## src/hdl/tcb_pkg.sv

```systemverilog
// Shared types, codes and datapath functions of the colour blender.
`timescale 1ns / 1ps
`default_nettype none

package tcb_pkg;

  localparam int unsigned CfgW      = 32;
  localparam int unsigned CfgIdxW   = 3;
  localparam int unsigned ModeW     = 16;
  localparam int unsigned ChW       = 8;
  localparam int unsigned CovW      = 9;
  localparam int unsigned FacW      = 6;
  localparam int unsigned SumW      = 15;
  localparam int unsigned DvsW      = 7;
  localparam int unsigned NumCh     = 3;
  localparam int unsigned QuoW      = 8;
  localparam int unsigned DivBits   = 2;
  localparam int unsigned DivStages = QuoW / DivBits;
  localparam int unsigned NumStages = 4 + DivStages;

  typedef enum logic [CfgIdxW-1:0] {
    CFG_MODE        = 3'd0,
    CFG_BLEND_COLOR = 3'd1,
    CFG_FOG_COLOR   = 3'd2,
    CFG_FORCE_BLEND = 3'd3,
    CFG_TWO_CYCLE   = 3'd4,
    CFG_FINAL_SEL   = 3'd5
  } cfg_idx_e;

  typedef enum logic [1:0] {
    COL_PIX   = 2'd0,
    COL_MEM   = 2'd1,
    COL_BLEND = 2'd2,
    COL_FOG   = 2'd3
  } color_sel_e;

  typedef enum logic [1:0] {
    FA_COV   = 2'd0,
    FA_FOG   = 2'd1,
    FA_SHADE = 2'd2,
    FA_ZERO  = 2'd3
  } fac_a_e;

  typedef enum logic [1:0] {
    FB_INV  = 2'd0,
    FB_MEM  = 2'd1,
    FB_FULL = 2'd2,
    FB_ZERO = 2'd3
  } fac_b_e;

  typedef struct packed {
    logic [ChW-1:0]  pix_r;
    logic [ChW-1:0]  pix_g;
    logic [ChW-1:0]  pix_b;
    logic [ChW-1:0]  pix_a;
    logic [CovW-1:0] coverage_alpha;
    logic [ChW-1:0]  mem_r;
    logic [ChW-1:0]  mem_g;
    logic [ChW-1:0]  mem_b;
    logic [ChW-1:0]  mem_a;
    logic [ChW-1:0]  shd_alpha;
    logic            blend_en;
  } in_item_t;

  typedef struct packed {
    logic [ChW-1:0] out_r;
    logic [ChW-1:0] out_g;
    logic [ChW-1:0] out_b;
    logic [ChW-1:0] out_a;
  } out_item_t;

  typedef struct packed {
    logic [ChW-1:0] r;
    logic [ChW-1:0] g;
    logic [ChW-1:0] b;
    logic [ChW-1:0] a;
  } rgba_t;

  typedef struct packed {
    color_sel_e ca;
    fac_a_e     fa;
    color_sel_e cb;
    fac_b_e     fb;
  } sel_t;

  typedef struct packed {
    logic [FacW-1:0] a;
    logic [FacW-1:0] b;
  } fac_t;

  // one channel of the restoring divider
  typedef struct packed {
    logic [SumW-1:0] rem;
    logic [QuoW-1:0] quo;
  } dq_t;

  function automatic sel_t cycle_sel(logic [ModeW-1:0] mode, logic cyc);
    sel_t s;
    if (cyc) begin
      s.ca = color_sel_e'(mode[13:12]);
      s.fa = fac_a_e'(mode[9:8]);
      s.cb = color_sel_e'(mode[5:4]);
      s.fb = fac_b_e'(mode[1:0]);
    end else begin
      s.ca = color_sel_e'(mode[15:14]);
      s.fa = fac_a_e'(mode[11:10]);
      s.cb = color_sel_e'(mode[7:6]);
      s.fb = fac_b_e'(mode[3:2]);
    end
    return s;
  endfunction

  function automatic rgba_t pick_color(color_sel_e code, rgba_t pix, rgba_t mem,
                                       rgba_t blend, rgba_t fog);
    rgba_t c;
    case (code)
      COL_PIX:   c = pix;
      COL_MEM:   c = mem;
      COL_BLEND: c = blend;
      COL_FOG:   c = fog;
      default:   c = pix;
    endcase
    return c;
  endfunction

  function automatic fac_t factors(fac_a_e fa, fac_b_e fb, logic [CovW-1:0] cov,
                                   logic [ChW-1:0] fog_a, logic [ChW-1:0] shade,
                                   logic [ChW-1:0] mem_a);
    logic [CovW-1:0] raw_a;
    logic [ChW-1:0]  raw_b;
    fac_t            f;
    case (fa)
      FA_COV:   raw_a = cov;
      FA_FOG:   raw_a = {1'b0, fog_a};
      FA_SHADE: raw_a = {1'b0, shade};
      default:  raw_a = '0;
    endcase
    case (fb)
      FB_INV:  raw_b = raw_a[CovW-1] ? '0 : 8'hff - raw_a[ChW-1:0];
      FB_MEM:  raw_b = mem_a;
      FB_FULL: raw_b = 8'hff;
      default: raw_b = '0;
    endcase
    f.a = raw_a[CovW-1:3];
    f.b = {1'b0, raw_b[ChW-1:3]} + 6'd1;
    return f;
  endfunction

  function automatic logic [SumW-1:0] mac(logic [ChW-1:0] x, logic [FacW-1:0] a,
                                          logic [ChW-1:0] y, logic [FacW-1:0] b);
    logic [SumW-1:0] px;
    logic [SumW-1:0] py;
    px = {7'b0, x} * {9'b0, a};
    py = {7'b0, y} * {9'b0, b};
    return px + py;
  endfunction

  // DivBits quotient bits, msb first; hi is the first bit position
  function automatic dq_t div_steps(dq_t din, logic [DvsW-1:0] dvs, logic [2:0] hi);
    dq_t             r;
    logic [SumW-1:0] sh;
    logic [2:0]      k;
    r = din;
    for (int j = 0; j < DivBits; j++) begin
      k  = hi - 3'(j);
      sh = {8'b0, dvs} << k;
      if (r.rem >= sh) begin
        r.rem    = r.rem - sh;
        r.quo[k] = 1'b1;
      end
    end
    return r;
  endfunction

endpackage

`default_nettype wire

```

## src/hdl/two_cycle_color_blender.sv

```systemverilog
// Top level of the colour blender: config registers and datapath pipeline.
// Throughput: one item per cycle while out_ready_i is high. The pipeline has eight stages:
// two select/multiply pairs and four radix-2-bits-per-stage divide stages.
// Each stage holds while its successor is full and stalled, so bubbles are squeezed out.
// Reset (rst_ni low, asynchronous) empties the pipeline and clears all config to zero.
`timescale 1ns / 1ps
`default_nettype none

module two_cycle_color_blender (
  input  wire                              clk_i,
  input  wire                              rst_ni,
  input  wire                              in_valid_i,
  output logic                             in_ready_o,
  input  wire  tcb_pkg::in_item_t          in_data_i,
  output logic                             out_valid_o,
  input  wire                              out_ready_i,
  output tcb_pkg::out_item_t               out_data_o,
  input  wire                              cfg_we_i,
  input  wire  [tcb_pkg::CfgIdxW-1:0]      cfg_idx_i,
  input  wire  [tcb_pkg::CfgW-1:0]         cfg_data_i
);

  localparam int unsigned NStg = tcb_pkg::NumStages;
  localparam int unsigned DStg = tcb_pkg::DivStages;

  // ---------------------------------------------------------------------------
  // Configuration registers
  // ---------------------------------------------------------------------------
  logic [tcb_pkg::ModeW-1:0] mode_q;
  logic [tcb_pkg::CfgW-1:0]  blend_q;
  logic [tcb_pkg::CfgW-1:0]  fog_q;
  logic                      force_q;
  logic                      two_q;
  logic                      fsel_q;

  always_ff @(posedge clk_i or negedge rst_ni) begin
    if (!rst_ni) begin
      mode_q  <= '0;
      blend_q <= '0;
      fog_q   <= '0;
      force_q <= 1'b0;
      two_q   <= 1'b0;
      fsel_q  <= 1'b0;
    end else if (cfg_we_i) begin
      case (cfg_idx_i)
        tcb_pkg::CFG_MODE:        mode_q  <= cfg_data_i[tcb_pkg::ModeW-1:0];
        tcb_pkg::CFG_BLEND_COLOR: blend_q <= cfg_data_i;
        tcb_pkg::CFG_FOG_COLOR:   fog_q   <= cfg_data_i;
        tcb_pkg::CFG_FORCE_BLEND: force_q <= cfg_data_i[0];
        tcb_pkg::CFG_TWO_CYCLE:   two_q   <= cfg_data_i[0];
        tcb_pkg::CFG_FINAL_SEL:   fsel_q  <= cfg_data_i[0];
        default: ;
      endcase
    end
  end

  tcb_pkg::rgba_t blend_c;
  tcb_pkg::rgba_t fog_c;
  assign blend_c = tcb_pkg::rgba_t'(blend_q);
  assign fog_c   = tcb_pkg::rgba_t'(fog_q);

  // ---------------------------------------------------------------------------
  // Stage types
  // ---------------------------------------------------------------------------
  typedef logic [tcb_pkg::NumCh-1:0][tcb_pkg::ChW-1:0]  rgb_t;   // [2]=r [1]=g [0]=b
  typedef logic [tcb_pkg::NumCh-1:0][tcb_pkg::SumW-1:0] sums_t;

  typedef struct packed {
    tcb_pkg::in_item_t      item;
    rgb_t                   x;
    rgb_t                   y;
    logic [tcb_pkg::FacW-1:0] a;
    logic [tcb_pkg::FacW-1:0] b;
  } s1_t;

  typedef struct packed {
    tcb_pkg::in_item_t item;
    sums_t             sum;
  } s2_t;

  typedef struct packed {
    rgb_t                     x;
    rgb_t                     y;
    logic [tcb_pkg::FacW-1:0] a;
    logic [tcb_pkg::FacW-1:0] b;
    logic                     direct;   // bypass or blending off: dcol is the result
    tcb_pkg::rgba_t           dcol;
    logic [tcb_pkg::ChW-1:0]  pix_a;
  } s3_t;

  typedef struct packed {
    sums_t                    sum;
    logic [tcb_pkg::DvsW-1:0] dvs;
    logic                     alt;      // result taken from alt_rgb, not the quotient
    rgb_t                     alt_rgb;
    logic [tcb_pkg::ChW-1:0]  res_a;
  } s4_t;

  typedef struct packed {
    tcb_pkg::dq_t [tcb_pkg::NumCh-1:0] ch;
    logic [tcb_pkg::DvsW-1:0]          dvs;
    logic                              alt;
    rgb_t                              alt_rgb;
    logic [tcb_pkg::ChW-1:0]           res_a;
  } div_t;

  // ---------------------------------------------------------------------------
  // Handshake: a stage loads when empty or when its successor moves on
  // ---------------------------------------------------------------------------
  logic [NStg-1:0] vld_q;
  logic [NStg-1:0] vld_d;
  logic [NStg-1:0] en;

  assign en[NStg-1] = !vld_q[NStg-1] || out_ready_i;
  for (genvar k = 0; k < NStg - 1; k++) begin : g_en
    assign en[k] = !vld_q[k] || en[k+1];
  end

  assign vld_d = {vld_q[NStg-2:0], in_valid_i};

  always_ff @(posedge clk_i or negedge rst_ni) begin
    if (!rst_ni) begin
      vld_q <= '0;
    end else begin
      vld_q <= (en & vld_d) | (~en & vld_q);
    end
  end

  assign in_ready_o  = en[0];
  assign out_valid_o = vld_q[NStg-1];

  // ---------------------------------------------------------------------------
  // Stage 1: cycle 0 colour and factor selection
  // ---------------------------------------------------------------------------
  tcb_pkg::rgba_t pix_in;
  tcb_pkg::rgba_t mem_in;
  tcb_pkg::sel_t  sel0;
  tcb_pkg::rgba_t x0;
  tcb_pkg::rgba_t y0;
  tcb_pkg::fac_t  f0;
  s1_t            s1_d;
  s1_t            s1_q;

  always_comb begin
    pix_in  = '{r: in_data_i.pix_r, g: in_data_i.pix_g, b: in_data_i.pix_b,
                a: in_data_i.pix_a};
    mem_in  = '{r: in_data_i.mem_r, g: in_data_i.mem_g, b: in_data_i.mem_b,
                a: in_data_i.mem_a};
    sel0    = tcb_pkg::cycle_sel(mode_q, 1'b0);
    x0      = tcb_pkg::pick_color(sel0.ca, pix_in, mem_in, blend_c, fog_c);
    y0      = tcb_pkg::pick_color(sel0.cb, pix_in, mem_in, blend_c, fog_c);
    f0      = tcb_pkg::factors(sel0.fa, sel0.fb, in_data_i.coverage_alpha,
                               fog_c.a, in_data_i.shd_alpha, in_data_i.mem_a);
    s1_d.item = in_data_i;
    s1_d.x    = {x0.r, x0.g, x0.b};
    s1_d.y    = {y0.r, y0.g, y0.b};
    s1_d.a    = f0.a;
    s1_d.b    = f0.b;
  end

  always_ff @(posedge clk_i) begin
    if (en[0]) begin
      s1_q <= s1_d;
    end
  end

  // ---------------------------------------------------------------------------
  // Stage 2: cycle 0 weighted sums
  // ---------------------------------------------------------------------------
  s2_t s2_d;
  s2_t s2_q;

  always_comb begin
    s2_d.item = s1_q.item;
    for (int c = 0; c < tcb_pkg::NumCh; c++) begin
      s2_d.sum[c] = tcb_pkg::mac(s1_q.x[c], s1_q.a, s1_q.y[c], s1_q.b);
    end
  end

  always_ff @(posedge clk_i) begin
    if (en[1]) begin
      s2_q <= s2_d;
    end
  end

  // ---------------------------------------------------------------------------
  // Stage 3: final cycle selection. When two_q is set, the pixel colour is the
  // cycle 0 result (bits 12..5 of each sum), alpha kept from the fragment.
  // Opaque bypass and blending-off both resolve here to a direct colour.
  // ---------------------------------------------------------------------------
  tcb_pkg::rgba_t p1;
  tcb_pkg::rgba_t mem2;
  tcb_pkg::sel_t  self;
  tcb_pkg::sel_t  seloff;
  tcb_pkg::rgba_t xf;
  tcb_pkg::rgba_t yf;
  tcb_pkg::rgba_t offc;
  tcb_pkg::fac_t  ff;
  logic           bypass;
  s3_t            s3_d;
  s3_t            s3_q;

  always_comb begin
    mem2 = '{r: s2_q.item.mem_r, g: s2_q.item.mem_g, b: s2_q.item.mem_b,
             a: s2_q.item.mem_a};
    if (two_q) begin
      p1 = '{r: s2_q.sum[2][12:5], g: s2_q.sum[1][12:5], b: s2_q.sum[0][12:5],
             a: s2_q.item.pix_a};
    end else begin
      p1 = '{r: s2_q.item.pix_r, g: s2_q.item.pix_g, b: s2_q.item.pix_b,
             a: s2_q.item.pix_a};
    end
    self   = tcb_pkg::cycle_sel(mode_q, two_q);
    seloff = tcb_pkg::cycle_sel(mode_q, fsel_q);
    xf     = tcb_pkg::pick_color(self.ca, p1, mem2, blend_c, fog_c);
    yf     = tcb_pkg::pick_color(self.cb, p1, mem2, blend_c, fog_c);
    offc   = tcb_pkg::pick_color(seloff.ca, p1, mem2, blend_c, fog_c);
    ff     = tcb_pkg::factors(self.fa, self.fb, s2_q.item.coverage_alpha,
                              fog_c.a, s2_q.item.shd_alpha, s2_q.item.mem_a);
    bypass = (self.fa == tcb_pkg::FA_COV) && (self.fb == tcb_pkg::FB_INV) &&
             (s2_q.item.coverage_alpha >= 9'd255);
    s3_d.x      = {xf.r, xf.g, xf.b};
    s3_d.y      = {yf.r, yf.g, yf.b};
    s3_d.a      = ff.a;
    s3_d.b      = ff.b;
    s3_d.direct = !s2_q.item.blend_en || bypass;
    s3_d.dcol   = s2_q.item.blend_en ? xf : offc;
    s3_d.pix_a  = s2_q.item.pix_a;
  end

  always_ff @(posedge clk_i) begin
    if (en[2]) begin
      s3_q <= s3_d;
    end
  end

  // ---------------------------------------------------------------------------
  // Stage 4: final sums, divisor A+B, and the non-dividing result
  // ---------------------------------------------------------------------------
  s4_t  s4_d;
  s4_t  s4_q;
  rgb_t dcol_rgb;

  always_comb begin
    dcol_rgb  = {s3_q.dcol.r, s3_q.dcol.g, s3_q.dcol.b};
    s4_d.dvs  = {1'b0, s3_q.a} + {1'b0, s3_q.b};
    s4_d.alt  = s3_q.direct || force_q;
    s4_d.res_a = s3_q.direct ? s3_q.dcol.a : s3_q.pix_a;
    for (int c = 0; c < tcb_pkg::NumCh; c++) begin
      s4_d.sum[c]     = tcb_pkg::mac(s3_q.x[c], s3_q.a, s3_q.y[c], s3_q.b);
      s4_d.alt_rgb[c] = s3_q.direct ? dcol_rgb[c] : s4_d.sum[c][12:5];
    end
  end

  always_ff @(posedge clk_i) begin
    if (en[3]) begin
      s4_q <= s4_d;
    end
  end

  // ---------------------------------------------------------------------------
  // Stages 5..8: restoring divide, two quotient bits per stage. The sum never
  // exceeds 255 * (A+B), so eight quotient bits cover it.
  // ---------------------------------------------------------------------------
  div_t div_in [DStg];
  div_t div_d  [DStg];
  div_t div_q  [DStg];

  always_comb begin
    div_in[0].dvs     = s4_q.dvs;
    div_in[0].alt     = s4_q.alt;
    div_in[0].alt_rgb = s4_q.alt_rgb;
    div_in[0].res_a   = s4_q.res_a;
    for (int c = 0; c < tcb_pkg::NumCh; c++) begin
      div_in[0].ch[c].rem = s4_q.sum[c];
      div_in[0].ch[c].quo = '0;
    end
  end

  for (genvar k = 0; k < DStg; k++) begin : g_div
    localparam logic [2:0] Hi = 3'(tcb_pkg::QuoW - 1 - k * tcb_pkg::DivBits);

    if (k > 0) begin : g_chain
      assign div_in[k] = div_q[k-1];
    end

    always_comb begin
      div_d[k] = div_in[k];
      for (int c = 0; c < tcb_pkg::NumCh; c++) begin
        div_d[k].ch[c] = tcb_pkg::div_steps(div_in[k].ch[c], div_in[k].dvs, Hi);
      end
    end

    always_ff @(posedge clk_i) begin
      if (en[4+k]) begin
        div_q[k] <= div_d[k];
      end
    end
  end

  // ---------------------------------------------------------------------------
  // Output: last divide stage is the output register
  // ---------------------------------------------------------------------------
  div_t last;
  assign last = div_q[DStg-1];

  always_comb begin
    out_data_o.out_r = last.alt ? last.alt_rgb[2] : last.ch[2].quo;
    out_data_o.out_g = last.alt ? last.alt_rgb[1] : last.ch[1].quo;
    out_data_o.out_b = last.alt ? last.alt_rgb[0] : last.ch[0].quo;
    out_data_o.out_a = last.res_a;
  end

`ifndef SYNTH
  a_full_stall: assert property (@(posedge clk_i) disable iff (!rst_ni)
    ((&vld_q) && !out_ready_i) |-> !in_ready_o)
    else $error("pipeline full and stalled but input ready");

  a_enter: assert property (@(posedge clk_i) disable iff (!rst_ni)
    (in_valid_i && in_ready_o) |=> vld_q[0])
    else $error("accepted item did not enter first stage");

  a_dvs_nz: assert property (@(posedge clk_i) disable iff (!rst_ni)
    vld_q[3] |-> (s4_q.dvs != '0))
    else $error("zero divisor in final cycle");

  a_rem_lt: assert property (@(posedge clk_i) disable iff (!rst_ni)
    (vld_q[NStg-1] && !last.alt) |->
      ((last.ch[0].rem < {8'b0, last.dvs}) && (last.ch[1].rem < {8'b0, last.dvs}) &&
       (last.ch[2].rem < {8'b0, last.dvs})))
    else $error("divide remainder not below divisor");
`endif

endmodule

`default_nettype wire
```

## config.mk

```make
export PLATFORM = sky130hd
export DESIGN_NAME = two_cycle_color_blender
export DESIGN_NICKNAME = d
export VERILOG_FILES = /design/src/hdl/tcb_pkg.sv /design/src/hdl/two_cycle_color_blender.sv
export SDC_FILE = /design/constraint.sdc
export NUM_CORES = 2
export LEC_CHECK = 0
export ABC_AREA = 1
export BUFFER_PORTS_ARGS = -buffer_cell sky130_fd_sc_hd__clkbuf_2
export CORE_UTILIZATION = 29
export CTS_CLUSTER_DIAMETER = 120
export CTS_CLUSTER_SIZE = 14
export DETAILED_ROUTE_END_ITERATION = 10
export MAX_ROUTING_LAYER = met4
export SYNTH_ARGS = -nofsm -noshare
export SYNTH_HDL_FRONTEND = slang
export SYNTH_SLANG_ARGS = --single-unit
export TNS_END_PERCENT = 1
```

## constraint.sdc

```tcl
create_clock -name clk_i -period 29.7 [get_ports clk_i]
set_input_delay 4.455 -clock clk_i [delete_from_list [all_inputs] [get_ports clk_i]]
set_output_delay 4.455 -clock clk_i [all_outputs]
set_load 0.01 [all_outputs]
```

# --- Word-level counts from Yosys, hierarchy flattened ---
# Memories as Yosys holds them, arrays and structs flattened.
# Cells that the tools add are included.
word_totals:
  reg_bits: 540
  latch_bits: 0
  ramBits: 436
  rom_bits: 0
  inputBits: 122
  out_inout_bits: 34
  mem_count: 1
classes:
  n_addsub: 35
  multipliers: 12
  div: 0
  n_lt_le_gt_ge: 25
  eq_ne: 28
  n_shift: 0
  mux: 75
  n_bitwise: 4
  reduce_logical: 37
memory_table:
  columns: ["memory", "words", "word_bits", "rd", "rd_ports_with_merged_regs", "wr", "line", "rtl"]
  rows:
  - ["div_q", 4, 109, 4, 0, 4, "two_cycle_color_blender.sv:267", "div_t div_q [DStg];"]
ops:
  columns: ["operator", "count"]
  rows:
  - ["one-hot mux 32 bit (4 select lines)", 5]
  - ["2-to-1 mux 15 bit", 21]
  - ["2-to-1 mux 8 bit", 11]
  - ["multiplier 8 x 6 -> 14 bit", 6]
  - ["multiplier 8 x 6 -> 13 bit", 6]
  - ["2-to-1 mux 32 bit", 2]
  - ["one-hot mux 9 bit (3 select lines)", 2]
  - ["2-to-1 mux 16 bit", 3]
  - ["one-hot mux 8 bit (3 select lines)", 2]
  - ["adder 14 x 14 -> 15 bit", 3]
  - [">= comparator 15 x 10 -> 1 bit", 3]
  - [">= comparator 15 x 11 -> 1 bit", 3]
  - [">= comparator 15 x 12 -> 1 bit", 3]
  - [">= comparator 15 x 13 -> 1 bit", 3]
  - [">= comparator 15 x 14 -> 1 bit", 3]
  - [">= comparator 15 x 7 -> 1 bit", 3]
  - [">= comparator 15 x 8 -> 1 bit", 3]
  - [">= comparator 15 x 9 -> 1 bit", 3]
  - ["subtractor 15 x 10 -> 15 bit", 3]
  - ["subtractor 15 x 11 -> 15 bit", 3]
  - ["subtractor 15 x 12 -> 15 bit", 3]
  - ["subtractor 15 x 13 -> 15 bit", 3]
  - ["subtractor 15 x 14 -> 15 bit", 3]
  - ["subtractor 15 x 7 -> 15 bit", 3]
  - ["other kinds (22)", 113]

# --- Longest topological paths before layout ---
logic_depth:
  depth_word: 12
  ltp_mapped: 25
  mapped_depth_nobuf: 25

# --- Least setup slack after synthesis ---
# Ideal clock, no wire load.
synth_path:
  kind: "input port to output port"
  start: "input out_ready_i"
  end: "output in_ready_o"
  t_arrival_ns: 19.074
  required_ns: 25.245
  path_slack_ns: 6.171
  path_stages: 14
  n_path_buf: 0
  path_cell_list: "nor2_1 -> inv_1 -> nor2_1 -> inv_1 -> nor2_1 -> inv_1 -> nor2_1 -> inv_1 -> nor2_1 -> inv_1 -> nor2_1 -> inv_1 -> nor2_1 -> nand2_1"
synth_via:
  elab_chain_cells: 8
synth_lines:
  columns: ["item", "line", "rtl"]
  rows:
  - ["from (decl)", "two_cycle_color_blender.sv:16", "input wire out_ready_i,"]
  - ["logical OR 1 bit", "two_cycle_color_blender.sv:114", "assign en[NStg-1] = !vld_q[NStg-1] || out_ready_i;"]
  - ["via en[7]", "two_cycle_color_blender.sv:112", "logic [NStg-1:0] en;"]
  - ["logical OR 1 bit", "two_cycle_color_blender.sv:116", "assign en[k] = !vld_q[k] || en[k+1];"]
  - ["via en[6]", "two_cycle_color_blender.sv:112", null]
  - ["logical OR 1 bit", "two_cycle_color_blender.sv:116", null]
  - ["via en[5]", "two_cycle_color_blender.sv:112", null]
  - ["logical OR 1 bit", "two_cycle_color_blender.sv:116", null]
  - ["via en[4]", "two_cycle_color_blender.sv:112", null]
  - ["logical OR 1 bit", "two_cycle_color_blender.sv:116", null]
  - ["via en[3]", "two_cycle_color_blender.sv:112", null]
  - ["logical OR 1 bit (3 in a row)", "two_cycle_color_blender.sv:116", null]
  - ["to (decl)", "two_cycle_color_blender.sv:13", "output logic in_ready_o,"]
# The timed path passes the listed nets, and every way through them passes these cells.

# --- Final worst setup path ---
# Same ends and word-level chain as after synthesis.

==> summary.md <==
| Metric | Value |
|---|---|
| DP HPWL | `129.6 mm` |
| CTS tree | `yes` |
| Max_cap viols | `0` |
| Total GRT Usage | `15.77%` |
| Area growth, synth to finish | `9.909%` |
| Via count of the first global-routing pass | `45,680` |
| Number of synthesized flops with an enable pin | `776` |
| Yosys reg bits | `867` |
| Most frequent cell after synthesis | `nand2_1` |
| Status | `finished, violations left` |
| Ys flop type | `edfxtp_1` |
| Failing checks | `design-rule violations` |
| Clock-pin slew on the worst setup and hold paths | `80 ps` |
| Largest net degree at the start of global routing | `73` |
| Synth Instances | `6,739` |
| RSZ-0062 raised after global routing | `false` |
| Skew final | `36.54 ps` |
| H-tree depth | `3` |
| Overall routed net length | `166.9 mm` |
| Post-Place Worst Slack | `16,430 ps` |
| CTS resizes | `0` |
| Ranking of synthesized cells by area | `edfxtp_1, fa_1, nand2_1` |
| Skew-Pair Late Insertion Delay | `700 ps` |
| Syn nets | `7,686` |
| Post-route ant nets | `0` |
| Hold Path Origin | `s1_q[85]` |
| Post-CTS Setup Inserts | `0` |
| Syn. warnings | `0` |
| Hold Crit Depth | `0` |
| First-pass detailed-route iteration total | `11` |
| Root buf cell | `clkbuf_16` |
| PortBufs | `152` |
| Post-synthesis sequential area ratio | `41.21%` |
| Hold path endpoint | `mem2[16]` |
| Final Cycle Share | `43.95%` |
| Type of origin of the critical path | `input port` |
| RR Endpoint | `s2_q[20]` |
| Slew headroom | `24.73%` |
| R2R cell count | `17` |
| Endpoints failing hold | `0` |
| Initial antenna violation count | `7` |
| Post-route setup TNS | `0 ps` |
| CTS Sinks | `867` |
| Final setup fails | `0` |
| Core box area | `0.2123 mm^2` |
| Synth top area share | `37.54%` |
| Area of the multi-input gates | `0.03103 mm^2` |
| DR WL/cell | `17.15 um` |
| Top achievable clock speed | `76.61 MHz` |
| CP Capture Type | `output port` |
| Crit path required time | `25,240 ps` |
| Clock Path Buffers | `3` |
| Commonest cells in the netlist | `nand2_1, inv_1, edfxtp_1` |
| GPL Wtd Cong | `0.9090` |
| Initial core utilization | `29.24%` |
| Library cells used by synthesis | `66` |
| Vias per cell | `4.707` |
| Number of fill cells in the layout | `21,800` |
| First-pass GRT wire length | `259.4 mm` |
| Layout cells sized above 1 | `6.530%` |
| Cell row count | `169` |
| Die X | `464.7 um` |
| Total grt overflow | `0` |
| Final Max Slew Viols | `0` |
| Minimum clock period | `13,050 ps` |
| Die Y | `464.7 um` |
| Worst slew pin tran | `1128 ps` |
| Cell taking the most area after synthesis | `edfxtp_1` |
| CTS buffer count | `71` |
| Full die area | `0.2159 mm^2` |
| Ports | `156` |
| Nets | `7,813` |
| Critical path fanouts, max | `59` |
| Synth Area per Inst | `9.211 um^2` |
| Synth async-reset ratio | `10.50%` |
| FF-to-FF setup slack | `24,060 ps` |
| Initial DRC count | `3,965` |
| Final setup margin | `16,650 ps` |
| Worst Hold Class | `flop to flop` |
| CP arrival | `8600 ps` |
| Cts hold-fix bufs | `0` |
| Drt drc | `8` |
| Sequential cell area | `0.02558 mm^2` |
| Syn Std Cell Area | `0.06208 mm^2` |
| Vias | `45,800` |
| Critical path class | `input port to output port` |
-- worst max path at each step --
stage	end	from
after global routing	in_ready_o	out_ready_i
after global placement	in_ready_o	out_ready_i
after floorplan	in_ready_o	out_ready_i
after CTS	in_ready_o	out_ready_i
final	in_ready_o	out_ready_i
after detailed placement	in_ready_o	out_ready_i
-- cell families (layout without fill, tap and decap cells) --
logic type               count (synthesis)  count (layout)  share of synthesized area (%)
AND/OR/NAND/NOR                       2659            2659                          17.74
buffers and inverters                 1439            1607                          8.853
flip-flops                             867             867                          41.21
adder cells (fa/ha/maj)                825             825                          21.76
AO/OA/AOI/OAI                          705             705                          6.855
XOR/XNOR                               196             196                          2.765
multiplexers                            48              48                         0.8244
other                                    0               3                              0
-- per-stage QoR --
stage                     std cells  util (%)  hold slack (ps)  area [um^2]
after global routing           9731     32.14            409.2        68230
final                          9731     32.14            401.9        68230
after floorplan                6739         -            400.3        62080
after global placement         9614     31.17            400.5        66170
after detailed placement       9614     31.17            404.5        66170
after CTS                      9728     32.13            401.7        68220
-- final cells by class --
| class | count | area share, % |
|---|---|---|
| tap | 2821 | 5.173 |
| clock buffer | 107 | 2.802 |
| multi-input combinational | 4433 | 45.48 |
| inverter | 1283 | 7.081 |
| antenna | 3 | 0.01100 |
| clock inverter | 7 | 0.2017 |
| timing repair buffer | 210 | 1.757 |
| sequential | 867 | 37.49 |
-- sequential cells by signal, summed over array words and instances, names as in the netlist, named ones only --
register / cells
blend_c: 32
dcol_rgb: 24
div_d: 40
div_in: 45
div_q: 348
fog_c: 32
force_q: 1
fsel_q: 1
mem2: 32
mode_q: 16
s1_q: 139
s2_q: 71
s3_q: 77
two_q: 1
-- routing by layer --
metal / vias up / GRT usage [%] / share of wire (%) / routed length, um
li1: 21870 / - / - / -
met1: 22060 / 20.85 / 45 / 75190
met2: 1566 / 24.78 / 45 / 75810
met3: 306 / 2.385 / 6.3 / 10580
met4: 0 / 4.942 / 3.2 / 5316
met5: - / - / 0 / 0
-- layout by cell type, fill, tap and decap left out, types with 21 or more instances in the layout --
| cell type | netlist | final |
|---|---|---|
| nand2_1 | 1907 | 1905 |
| inv_1 | 1264 | 1257 |
| edfxtp_1 | 776 | 776 |
| fa_1 | 424 | 424 |
| ha_1 | 401 | 401 |
| o21ai_0 | 293 | 293 |
| nor2_1 | 280 | 278 |
| nand3_1 | 227 | 226 |
| a21oi_1 | 179 | 179 |
| clkbuf_2 | 0 | 151 |
| xor2_1 | 121 | 121 |
| nand4_1 | 91 | 91 |
| dfrtp_1 | 91 | 91 |
| xnor2_1 | 75 | 75 |
| clkbuf_16 | 0 | 71 |
| o2111ai_1 | 63 | 63 |
| buf_4 | 9 | 59 |
| clkbuf_1 | 126 | 36 |
| nor3_1 | 31 | 31 |
| nand2_2 | 26 | 27 |
| mux2_2 | 25 | 25 |
| mux2i_1 | 23 | 23 |
| or2_2 | 21 | 21 |
-- critical path, cell delays in order --
cell,delay [ps]
clkbuf_2,100
nor2_1,120
inv_2,40
buf_4,360
nor2_1,300
inv_4,280
nor2_1,270
inv_4,220
nor2_1,190
clkinv_2,360
nor2_1,250
clkinv_2,260
nor2_1,260
inv_4,200
nor2_1,380
nand2_4,270
clkbuf_2,210
Power is not shown: default switching activity piles up to over one toggle a cycle in this logic, so the estimate is an artifact.
